## config.mk

```make
export PLATFORM = sky130hd
export DESIGN_NAME = bsbn_ctrl
export DESIGN_NICKNAME = d
export VERILOG_FILES = /design/src/design/bsbn_pkg.sv /design/src/design/bsbn_ctrl.sv
export SDC_FILE = /design/constraint.sdc
export NUM_CORES = 1
export LEC_CHECK = 0
export BUFFER_PORTS_ARGS = -buffer_cell sky130_fd_sc_hd__buf_2
export CELL_PAD_IN_SITES_DETAIL_PLACEMENT = 1
export CELL_PAD_IN_SITES_GLOBAL_PLACEMENT = 2
export CORE_ASPECT_RATIO = 1.25
export CORE_UTILIZATION = 22
export CTS_CLUSTER_DIAMETER = 40
export DETAILED_ROUTE_END_ITERATION = 8
export GPL_TIMING_DRIVEN = 0
export MAX_ROUTING_LAYER = met4
export PLACE_DENSITY_LB_ADDON = 0.1
export RECOVER_POWER = 25
export SLEW_MARGIN = 20
export SYNTH_ARGS = -nofsm -noshare
export SYNTH_HDL_FRONTEND = slang
export SYNTH_SLANG_ARGS = --single-unit
```

## constraint.sdc

```tcl
create_clock -name clk -period 1.5 [get_ports clk]
set_clock_uncertainty 0.15 [all_clocks]
set_input_delay 0.3 -clock clk [delete_from_list [all_inputs] [get_ports clk]]
set_output_delay 0.3 -clock clk [all_outputs]
set_load 0.03 [all_outputs]
```

## src/design/bsbn_pkg.sv

```systemverilog
// shared types, codes and constants for the bayer superpixel binning unit
// no dependencies; compiled before every other file of the block
package bsbn_pkg;

  localparam int DEF_MAX_WIDTH  = 512;
  localparam int DEF_MAX_HEIGHT = 512;

  localparam int OP_W       = 2;
  localparam int SAMPLE_W   = 16;
  localparam int PIX_W      = 8;
  localparam int CFG_W      = 10;
  localparam int CFG_ADDR_W = 3;
  localparam int MASK_W     = 2;
  localparam int VAL_W      = 18;
  localparam int NORM_STEPS = 8;

  // transfer op codes
  localparam logic [OP_W-1:0] OP_LOAD   = 2'd0;
  localparam logic [OP_W-1:0] OP_READ   = 2'd1;
  localparam logic [OP_W-1:0] OP_START  = 2'd2;
  localparam logic [OP_W-1:0] OP_UNUSED = 2'd3;

  // register indexes
  localparam logic [CFG_ADDR_W-1:0] REG_FRAME_WIDTH  = 3'd0;
  localparam logic [CFG_ADDR_W-1:0] REG_FRAME_HEIGHT = 3'd1;
  localparam logic [CFG_ADDR_W-1:0] REG_MASK_EE      = 3'd2;
  localparam logic [CFG_ADDR_W-1:0] REG_MASK_EO      = 3'd3;
  localparam logic [CFG_ADDR_W-1:0] REG_MASK_OE      = 3'd4;
  localparam logic [CFG_ADDR_W-1:0] REG_MASK_OO      = 3'd5;

  localparam logic [CFG_W-1:0] RST_FRAME_WIDTH  = 10'd512;
  localparam logic [CFG_W-1:0] RST_FRAME_HEIGHT = 10'd512;

  // channel codes
  localparam logic [MASK_W-1:0] CH_RED   = 2'd0;
  localparam logic [MASK_W-1:0] CH_GREEN = 2'd1;
  localparam logic [MASK_W-1:0] CH_BLUE  = 2'd2;
  localparam logic [MASK_W-1:0] CH_NONE  = 2'd3;

  localparam logic [VAL_W-1:0] VAL_POS_MAX = 18'h1ffff;
  localparam logic [VAL_W-1:0] VAL_NEG_MAX = 18'h20000;

  typedef enum logic [3:0] {
    ST_CLEAR,
    ST_IDLE,
    ST_DECIDE,
    ST_LDIV,
    ST_LADDR,
    ST_LREAD,
    ST_LWRITE,
    ST_NLOAD,
    ST_NDIV,
    ST_NSTORE,
    ST_OUT
  } state_t;

  typedef enum logic [1:0] {
    NRM_DIV,
    NRM_ZERO,
    NRM_SAT
  } nrm_mode_t;

  typedef struct packed {
    logic              accept;
    logic              clr_init;
    logic              clr_step;
    logic              load_div_start;
    logic              div_step;
    logic              addr_calc;
    logic              ld_read;
    logic              ld_write;
    logic              rd_issue;
    logic              norm_start;
    logic              norm_store;
    logic [MASK_W-1:0] nch;
    logic              out_load;
  } ctrl_cmd_t;

  typedef struct packed {
    logic count_full;
    logic cells_zero;
    logic div_last;
    logic mask_none;
    logic clr_last;
  } ctrl_sts_t;

endpackage

```

## src/design/bsbn_ctrl.sv

```systemverilog
// controller: sequences clear, load, readout and output transfer
// depends on bsbn_pkg; commands bsbn_dp through command and status structs
module bsbn_ctrl (
  input  logic                      clk,
  input  logic                      rst,
  input  logic                      in_valid,
  input  logic [bsbn_pkg::OP_W-1:0] in_op,
  output logic                      in_ready,
  output logic                      out_valid,
  input  logic                      out_ready,
  output bsbn_pkg::ctrl_cmd_t       cmd,
  input  bsbn_pkg::ctrl_sts_t       sts
);
  import bsbn_pkg::*;

  state_t            state, state_next;
  logic [OP_W-1:0]   op_q;
  logic [MASK_W-1:0] nch, nch_next;

  always_ff @(posedge clk) begin
    if (rst) begin
      state     <= ST_CLEAR;
      nch       <= CH_RED;
      out_valid <= 1'b0;
    end else begin
      state <= state_next;
      nch   <= nch_next;
      if (cmd.out_load) out_valid <= 1'b1;
      else if (out_ready) out_valid <= 1'b0;
    end
  end

  always_ff @(posedge clk) begin
    if (cmd.accept) op_q <= in_op;
  end

  assign in_ready = state == ST_IDLE;

  always_comb begin
    state_next = state;
    nch_next   = nch;
    cmd        = '0;
    cmd.nch    = nch;
    case (state)
      ST_CLEAR: begin
        cmd.clr_step = 1'b1;
        if (sts.clr_last) state_next = ST_IDLE;
      end
      ST_IDLE: begin
        if (in_valid) begin
          cmd.accept = 1'b1;
          state_next = ST_DECIDE;
        end
      end
      ST_DECIDE: begin
        case (op_q)
          OP_LOAD: begin
            if (sts.count_full) state_next = ST_IDLE;
            else begin
              cmd.load_div_start = 1'b1;
              state_next         = ST_LDIV;
            end
          end
          OP_READ: begin
            if (sts.cells_zero) state_next = ST_IDLE;
            else begin
              cmd.rd_issue = 1'b1;
              nch_next     = CH_RED;
              state_next   = ST_NLOAD;
            end
          end
          OP_START: begin
            cmd.clr_init = 1'b1;
            state_next   = ST_CLEAR;
          end
          default: state_next = ST_IDLE;
        endcase
      end
      ST_LDIV: begin
        cmd.div_step = 1'b1;
        if (sts.div_last) state_next = ST_LADDR;
      end
      ST_LADDR: begin
        cmd.addr_calc = 1'b1;
        state_next    = sts.mask_none ? ST_IDLE : ST_LREAD;
      end
      ST_LREAD: begin
        cmd.ld_read = 1'b1;
        state_next  = ST_LWRITE;
      end
      ST_LWRITE: begin
        cmd.ld_write = 1'b1;
        state_next   = ST_IDLE;
      end
      ST_NLOAD: begin
        cmd.norm_start = 1'b1;
        state_next     = ST_NDIV;
      end
      ST_NDIV: begin
        cmd.div_step = 1'b1;
        if (sts.div_last) state_next = ST_NSTORE;
      end
      ST_NSTORE: begin
        cmd.norm_store = 1'b1;
        if (nch == CH_BLUE) state_next = ST_OUT;
        else begin
          nch_next   = nch + 1'b1;
          state_next = ST_NLOAD;
        end
      end
      ST_OUT: begin
        if (!out_valid || out_ready) begin
          cmd.out_load = 1'b1;
          state_next   = ST_IDLE;
        end
      end
      default: state_next = ST_IDLE;
    endcase
  end

endmodule

```

==> results of run 1 <==
[routing by layer]
layer	track usage	share of wire	vias up	routed length, um
met5	-	0	-	0
met4	0.0786	0.0085	0	21
met3	0.0147	0.026	2	65
met2	0.283	0.55	19	1360
met1	0.204	0.42	401	1030
li1	-	-	407	-
[synthesized netlist by cell type (2+ instances only)]
cell      number  share of area
nand2b_1       5          0.049
inv_1          5          0.029
dfxtp_1        7           0.22
buf_2          2          0.016
a21oi_1        6          0.047
o32a_1         2          0.031
edfxtp_1       2          0.094
nor2_1        11          0.064
nor3_1         7          0.055
nand2_1        2          0.012
nor2b_1        3          0.029
[layout make-up]
type	count	area [um2]	share of cell area
clock buffers	4	26.3	0.0179
repair buffers	51	463	0.316
inverters	5	35.0	0.0239
well taps	34	42.5	0.0291
flip-flops and latches	9	215	0.147
plain buffers	4	48.8	0.0333
multi-input cells	62	633	0.432
[state kept, by name, indices dropped and copies added (netlist names)]
| register | cells |
|---|---|
| nch | 2 |
| op_q | 2 |
| out_valid | 1 |
| state | 4 |
[stage by stage]
step	instance area, um2	util
3_5_place_dp	970	0.355
6_report	1460	0.536
5_1_grt	1460	0.536
4_1_cts	1290	0.471
2_1_floorplan	797	-
3_3_place_gp	970	0.355
[cell families (layout without fill, tap and decap cells)]
family,after synthesis,in the layout
AO/OA/AOI/OAI,21,21
adder cells (fa/ha/maj),1,1
buffers and inverters,9,64
flip-flops,9,9
multiplexers,1,1
AND/OR/NAND/NOR,39,39
[where the power goes]
| group | leakage, nW | switching (mW) | total (mW) | internal (mW) |
|---|---|---|---|---|
| combinational | 0.482 | 0.530 | 1.12 | 0.588 |
| sequential | 0.0788 | 0.0199 | 0.302 | 0.282 |
| clock | 0.0150 | 0.0869 | 0.189 | 0.102 |
| total | 0.576 | 0.637 | 1.61 | 0.972 |
[path summary, 6_finish.rpt]
| kind | from | end | slack (ps) |
|---|---|---|---|
| worst max-delay path | state[0] | cmd[10] | -630 |
| worst min-delay path | in_op[0] | op_q[0] | 60 |
| worst max register to register | state[0] | state[3] | -510 |
| worst min register to register | nch[0] | nch[0] | 380 |
[repair_timing]
action | in CTS | in global routing
setup buffers | 14 | 11
pin swaps | 11 | 9
hold endpoints to repair | 0 | 0
setup endpoints to repair | 19 | 21
gates resized for setup | 50 | 17
[cells in the final DEF, fill, tap and decap left out, types with 2 or more instances in the layout]
master	count
nor2b_1	2
nor2_1	7
a21oi_2	2
buf_4	16
nand2b_1	3
a21oi_1	3
buf_2	14
nand2b_4	2
buf_12	3
buf_8	3
nor3_2	2
o32a_1	2
clkbuf_4	3
buf_6	18
nor2_4	4
dfxtp_2	3
dfxtp_4	3
edfxtp_1	2
nor3_4	5
inv_1	2
[critical path, cell delays in order, from the launching register on]
cell	delay (ps)
dfxtp_4	340
or4b_4	530
or2_4	270
nor3_4	120
buf_6	150
==> impl_metrics.py, run 1 <==
metrics = {
    "clock_network": {
        "htreeDepth": 1,
        "cts_tree": "yes",
        "clk_pin_slew_ps": 70,
        "worst_skew_pair.late_latency_ps": 260,
        "holdBufCountCts": 0,
        "clockBufferDepth": 2,
        "cts.sinks": 9,
        "clock-root-buffer": "clkbuf_4",
        "cts_made_buffers": 3,
    },
    "floorplanning": {
        "initial_core_util": 0.234,
        "io_pins": 27,
        "rows": 21,
        "coreArea_um2": 2730,
        "die_w_um": 50.3,
        "fp.dieH_um": 62.3,
        "dieArea_um2": 3130,
    },
    "finish": {
        "drive_above_1_share": 0.756,
        "fin_cells": 169,
        "areaGrowthSynthToFinish_pct": 129,
        "nNetsFinal": 148,
        "n_fill_cell": 321,
        "antenna-diode-count": 0,
    },
    "place": {
        "gp_congestion": 0.731,
        "dp.cells": 140,
        "place_hpwl_um": 1560,
        "portBuffers": 26,
        "pre_cts_slack_ps": -494,
    },
    "drt": {
        "avgRoutedWirePerCell_um": 14.6,
        "routed_via_density": 4.91,
        "drt-total-wl_um": 2470,
        "via_count": 829,
        "drtPass1Iterations": 4,
        "ant_nets": 0,
        "initialDrtViolationCount": 7,
        "drc": 0,
    },
    "synth": {
        "yosys_warnings": 0,
        "ys_seq_area_frac": 0.313,
        "netlist_area_um2": 641,
        "synth-compound-area-share": 0.236,
        "synth_top_family_by_area": "simple AND/OR/NAND/NOR gates",
        "postSynthCellCount": 80,
        "synthArstFlopShare": 0,
        "yosys.area_share.simple": 0.352,
        "synth_edf_count": 2,
        "syn_nets": 92,
        "avgSynthCellArea_um2": 8.01,
        "synth_seq_cells": 9,
        "synthAdderAreaFrac": 0.0195,
        "muxShareOfSynthArea": 0.0176,
        "synth_cell_types": 39,
        "synth_ff_type": "dfxtp_1",
        "synth_xor_area_frac": 0,
    },
    "sta": {
        "tightest_slew_ps": 279,
        "holdWs_ps": 61.3,
        "fin_tns_setup_ps": -8520,
        "maxSlewViolCount": 0,
        "period_share": 1.42,
        "finalSetupViolations": 21,
        "rsz0062_at_grt": "true",
        "hold_violations": 0,
        "fin_crit_ps": 2130,
        "setup_ws_ps": -626,
        "slew_headroom": 0.814,
        "max_freq_mhz": 470,
    },
    "grt": {
        "grt_pass1_wl_um": 3990,
        "grt.overflow.total": 0,
        "grt_max_degree": 11,
        "grt_pass1_vias": 828,
        "grt_usage": 0.171,
        "antenna_found_initial": 0,
    },
    "status": {
        "violations": "setup timing",
        "status": "complete, but fails checks",
    },
    "power_and_ir_drop": {
        "vdd_drop_max_mv": 0.733,
        "power_density_nw_per_um2": 1100,
        "finalPower_mw": 1.61,
        "power.leakage_nw": 0.576,
    },
    "critical_path": {
        "crit_required_ps": 1050,
        "r2r_cells": 7,
        "critical_path_class": "reg -> out",
        "path_max_fanout": 2,
        "worstSetupEndpointType": "output pin",
        "cp-start-kind": "flop",
        "crit_arrival_ps": 1680,
    },
    "hold_path": {
        "holdCritPathClass": "in -> reg",
        "whs_path_depth": 1,
    },
    "run": {
        "cap_violations": 0,
    },
}
(Power assumes the default switching activity.)
==> inputs of run 2 (changes only) <==
--- a/config.mk
+++ b/config.mk
@@ -6,15 +6,12 @@
 export NUM_CORES = 1
 export LEC_CHECK = 0
 export BUFFER_PORTS_ARGS = -buffer_cell sky130_fd_sc_hd__buf_2
-export CELL_PAD_IN_SITES_DETAIL_PLACEMENT = 1
-export CELL_PAD_IN_SITES_GLOBAL_PLACEMENT = 2
-export CORE_ASPECT_RATIO = 1.25
-export CORE_UTILIZATION = 22
+export CORE_UTILIZATION = 41
 export CTS_CLUSTER_DIAMETER = 40
 export DETAILED_ROUTE_END_ITERATION = 8
 export GPL_TIMING_DRIVEN = 0
 export MAX_ROUTING_LAYER = met4
-export PLACE_DENSITY_LB_ADDON = 0.1
+export PLACE_DENSITY_LB_ADDON = 0.12
 export RECOVER_POWER = 25
 export SLEW_MARGIN = 20
 export SYNTH_ARGS = -nofsm -noshare
==> impl_metrics.py, run 2 <==
metrics = {
    "synth": {
        "synth_cell_types": 39,
        "synthAdderAreaFrac": 0.0195,
        "ys_seq_area_frac": 0.313,
        "synth-compound-area-share": 0.236,
        "muxShareOfSynthArea": 0.0176,
        "yosys_warnings": 0,
        "synth_top_family_by_area": "simple AND/OR/NAND/NOR gates",
        "synth.most_common_cell": "nor2_1",
        "yosysTopAreaCell": "dfxtp_1",
        "netlist_area_um2": 641,
        "synthArstFlopShare": 0,
        "syn_nets": 92,
        "yosysTopAreaCellShare": 0.219,
        "synth_seq_cells": 9,
        "synth_ff_type": "dfxtp_1",
        "postSynthCellCount": 80,
        "synth_commonest_cells": "nor2_1, dfxtp_1, nor3_1, a21oi_1",
        "yosys-top-cells-area": "dfxtp_1, edfxtp_1, nor2_1",
        "synth_edf_count": 2,
        "yosys.area_share.simple": 0.352,
        "synth_xor_area_frac": 0,
        "avgSynthCellArea_um2": 8.01,
    },
    "place": {
        "portBuffers": 26,
        "gp_congestion": 0.846,
        "place_hpwl_um": 1330,
    },
    "clock_network": {
        "cts.sinks": 9,
        "cts_made_buffers": 3,
        "htreeDepth": 1,
        "clockBufferDepth": 2,
        "clock-root-buffer": "clkbuf_4",
    },
    "sta": {
        "endpoint_type": "output port",
        "timing.grt.repair.worst_endpoint": "cmd[10]",
    },
    "floorplanning": {
        "rows": 13,
        "die_w_um": 41.5,
        "fp.dieH_um": 41.5,
        "initial_core_util": 0.463,
        "io_pins": 27,
    },
    "status": {
        "status": "stopped before the end",
        "haltStage": "global routing",
        "error": "[ERROR DPL-0038] Utilization greater than 100%, impossible to legalize",
    },
    "grt": {
        "grt_max_degree": 11,
    },
}
run 2: cell families after synthesis:
| group | after synthesis |
|---|---|
| AOI/OAI and AO/OA | 21 |
| adders and majority gates | 1 |
| buffers and inverters | 9 |
| DFF | 9 |
| muxes | 1 |
| and+or+nand+nor | 39 |
run 2: stage by stage:
step / setup TNS, ps / instances / instance area (um2) / hold WS (ps) / worst slack [ps]
CTS: -7040 / 140 / 1300 / 54.5 / -629
detailed placement: -3800 / 121 / 946 / 329 / -460
global placement: -3520 / 121 / 946 / 327 / -452
floorplan: -2220 / 80 / 797 / 212 / -397
run 2: what timing repair did:
| item | CTS |
|---|---|
| endpoints found under the hold margin | 0 |
| setup buffers | 14 |
| endpoints found under the setup margin | 19 |
| gates cloned | 1 |
| pin swaps | 14 |
| hold buffers | 0 |
| gates resized for setup | 60 |
==> inputs of run 3 (changes only) <==
--- a/config.mk
+++ b/config.mk
@@ -6,12 +6,11 @@
 export NUM_CORES = 1
 export LEC_CHECK = 0
 export BUFFER_PORTS_ARGS = -buffer_cell sky130_fd_sc_hd__buf_2
-export CORE_UTILIZATION = 41
-export CTS_CLUSTER_DIAMETER = 40
+export CORE_AREA = 2 2 63 65
 export DETAILED_ROUTE_END_ITERATION = 8
+export DIE_AREA = 0 0 65 67
 export GPL_TIMING_DRIVEN = 0
-export MAX_ROUTING_LAYER = met4
-export PLACE_DENSITY_LB_ADDON = 0.12
+export PLACE_DENSITY_LB_ADDON = 0.15
 export RECOVER_POWER = 25
 export SLEW_MARGIN = 20
 export SYNTH_ARGS = -nofsm -noshare
==> constraint.sdc (replaced) <==
create_clock -name clk -period 2 [get_ports clk]
set_clock_uncertainty 0.15 [all_clocks]
set_input_delay 0.4 -clock clk [delete_from_list [all_inputs] [get_ports clk]]
set_output_delay 0.4 -clock clk [all_outputs]
set_load 0.03 [all_outputs]
==> impl_metrics.py, run 3 (synthesized netlist as in run 1, its figures left out) <==
metrics = {
    "sta": {
        "maxSlewViolCount": 0,
        "finalSetupViolations": 5,
        "max_freq_mhz": 456,
        "tightest_slew_ps": 402,
        "slew_headroom": 0.731,
        "setup_ws_ps": -192,
        "fin_tns_setup_ps": -627,
        "hold_violations": 0,
        "fin_crit_ps": 2190,
        "period_share": 1.10,
        "rsz0062_at_grt": "true",
    },
    "power_and_ir_drop": {
        "power_density_nw_per_um2": 839,
        "vdd_drop_max_mv": 0.251,
        "power.leakage_nw": 0.424,
        "finalPower_uw": 870,
    },
    "floorplanning": {
        "fp.dieH_um": 67,
        "die_w_um": 65,
        "coreArea_um2": 3610,
        "io_pins": 27,
        "dieArea_um2": 4360,
        "rows": 22,
        "initial_core_util": 0.178,
    },
    "drt": {
        "drc": 0,
        "initialDrtViolationCount": 20,
        "via_count": 749,
        "ant_nets": 0,
        "routed_via_density": 4.51,
        "drtPass1Iterations": 4,
        "drt-total-wl_um": 2160,
        "avgRoutedWirePerCell_um": 13.0,
    },
    "clock_network": {
        "holdBufCountCts": 0,
        "cts_made_buffers": 3,
        "clk_pin_slew_ps": 50,
        "clockBufferDepth": 2,
        "cts_tree": "yes",
        "clock-root-buffer": "clkbuf_8",
        "worst_skew_pair.late_latency_ps": 240,
        "htreeDepth": 1,
        "cts.sinks": 9,
    },
    "critical_path": {
        "path_max_fanout": 4,
        "cp_slowest_cell": "or4b_4",
        "crit_arrival_ps": 1640,
        "crit_chain": "or4b_4 > or2_4 > nor3_2 > buf_4",
        "critical_path_class": "reg -> out",
        "crit_required_ps": 1450,
        "cp-start-kind": "flop",
        "worstSetupEndpointType": "output pin",
        "slowest_delay_ps": 550,
    },
    "finish": {
        "n_fill_cell": 410,
        "largest_register_ffs": 4,
        "top_register": "state",
        "reg_top3": "state (4), nch (2), op_q (2)",
        "final_common_cell": "buf_2",
        "mostFrequentLayoutCells": "buf_2, buf_4, nor2_1",
        "drive_above_1_share": 0.483,
        "nNetsFinal": 131,
        "antenna-diode-count": 0,
        "areaGrowthSynthToFinish_pct": 61.7,
    },
    "grt": {
        "grt_pass1_wl_um": 3320,
        "grt.overflow.total": 0,
        "grt_usage": 0.103,
        "antenna_found_initial": 0,
        "grt_max_degree": 11,
        "grt_pass1_vias": 721,
    },
    "place": {
        "gp_congestion": 0.716,
        "portBuffers": 26,
        "place_hpwl_um": 1550,
    },
    "status": {
        "status": "complete, but fails checks",
        "violations": "setup timing",
    },
    "hold_path": {
        "holdCritPathClass": "in -> reg",
    },
    "run": {
        "cap_violations": 0,
    },
}
[run 3: metrics by stage]
step / cells / worst slack, ps / hold slack (ps) / utilization / instance area, um2
CTS: 160 / -210 / 189 / 0.271 / 978
floorplan: 80 / -114 / 322 / - / 668
finish: 166 / -192 / 192 / 0.287 / 1040
global route: 166 / -237 / 184 / 0.287 / 1040
detailed placement: 154 / -84.3 / 375 / 0.238 / 858
global placement: 154 / -70.7 / 360 / 0.238 / 858
[run 3: what timing repair did]
item	CTS	global route
gates cloned	0	0
resized for setup	24	7
setup endpoints to repair	11	8
setup buffers	2	7
pin swaps	4	3
[run 3: power breakdown]
part / leakage (nW) / internal (mW) / switching, mW
combinational: 0.324 / 0.183 / 0.226
sequential: 0.0775 / 0.211 / 0.0283
clock: 0.0228 / 0.140 / 0.0816
[run 3: final timing paths]
| path | startpoint | endpoint | slack [ps] | depth (start not counted) |
|---|---|---|---|---|
| worst max-delay path | state[2] | cmd[10] | -190 | 4 |
| worst min-delay path | in_op[0] | op_q[0] | 190 | 1 |
| worst max register to register | state[3] | state[3] | 100 | 6 |
| worst min register to register | nch[1] | nch[1] | 380 | 2 |
[run 3: area by class of cell]
cell class | instances | area [um2] | area share
multi-input cells | 62 | 433 | 0.418
repair buffers | 34 | 223 | 0.215
flip-flops and latches | 9 | 210 | 0.203
inverters | 5 | 18.8 | 0.0181
clock buffers | 4 | 45.0 | 0.0435
well taps | 48 | 60.1 | 0.0580
plain buffers | 4 | 46.3 | 0.0447
[run 3: critical path: cells and delay by family (launching register included)]
family / cells / cell delay [ps]
simple gates: 3 / 900
flops: 1 / 330
buf+inv: 1 / 180
[run 3: layer usage]
layer  up-vias  track usage  share of wire  wire length, um
li1        371            -              -                -
met1       346        0.116           0.44              957
met2        28        0.173           0.47             1020
met3         4       0.0422          0.074              160
met4         0       0.0399          0.010               22
met5         -            0              0                0
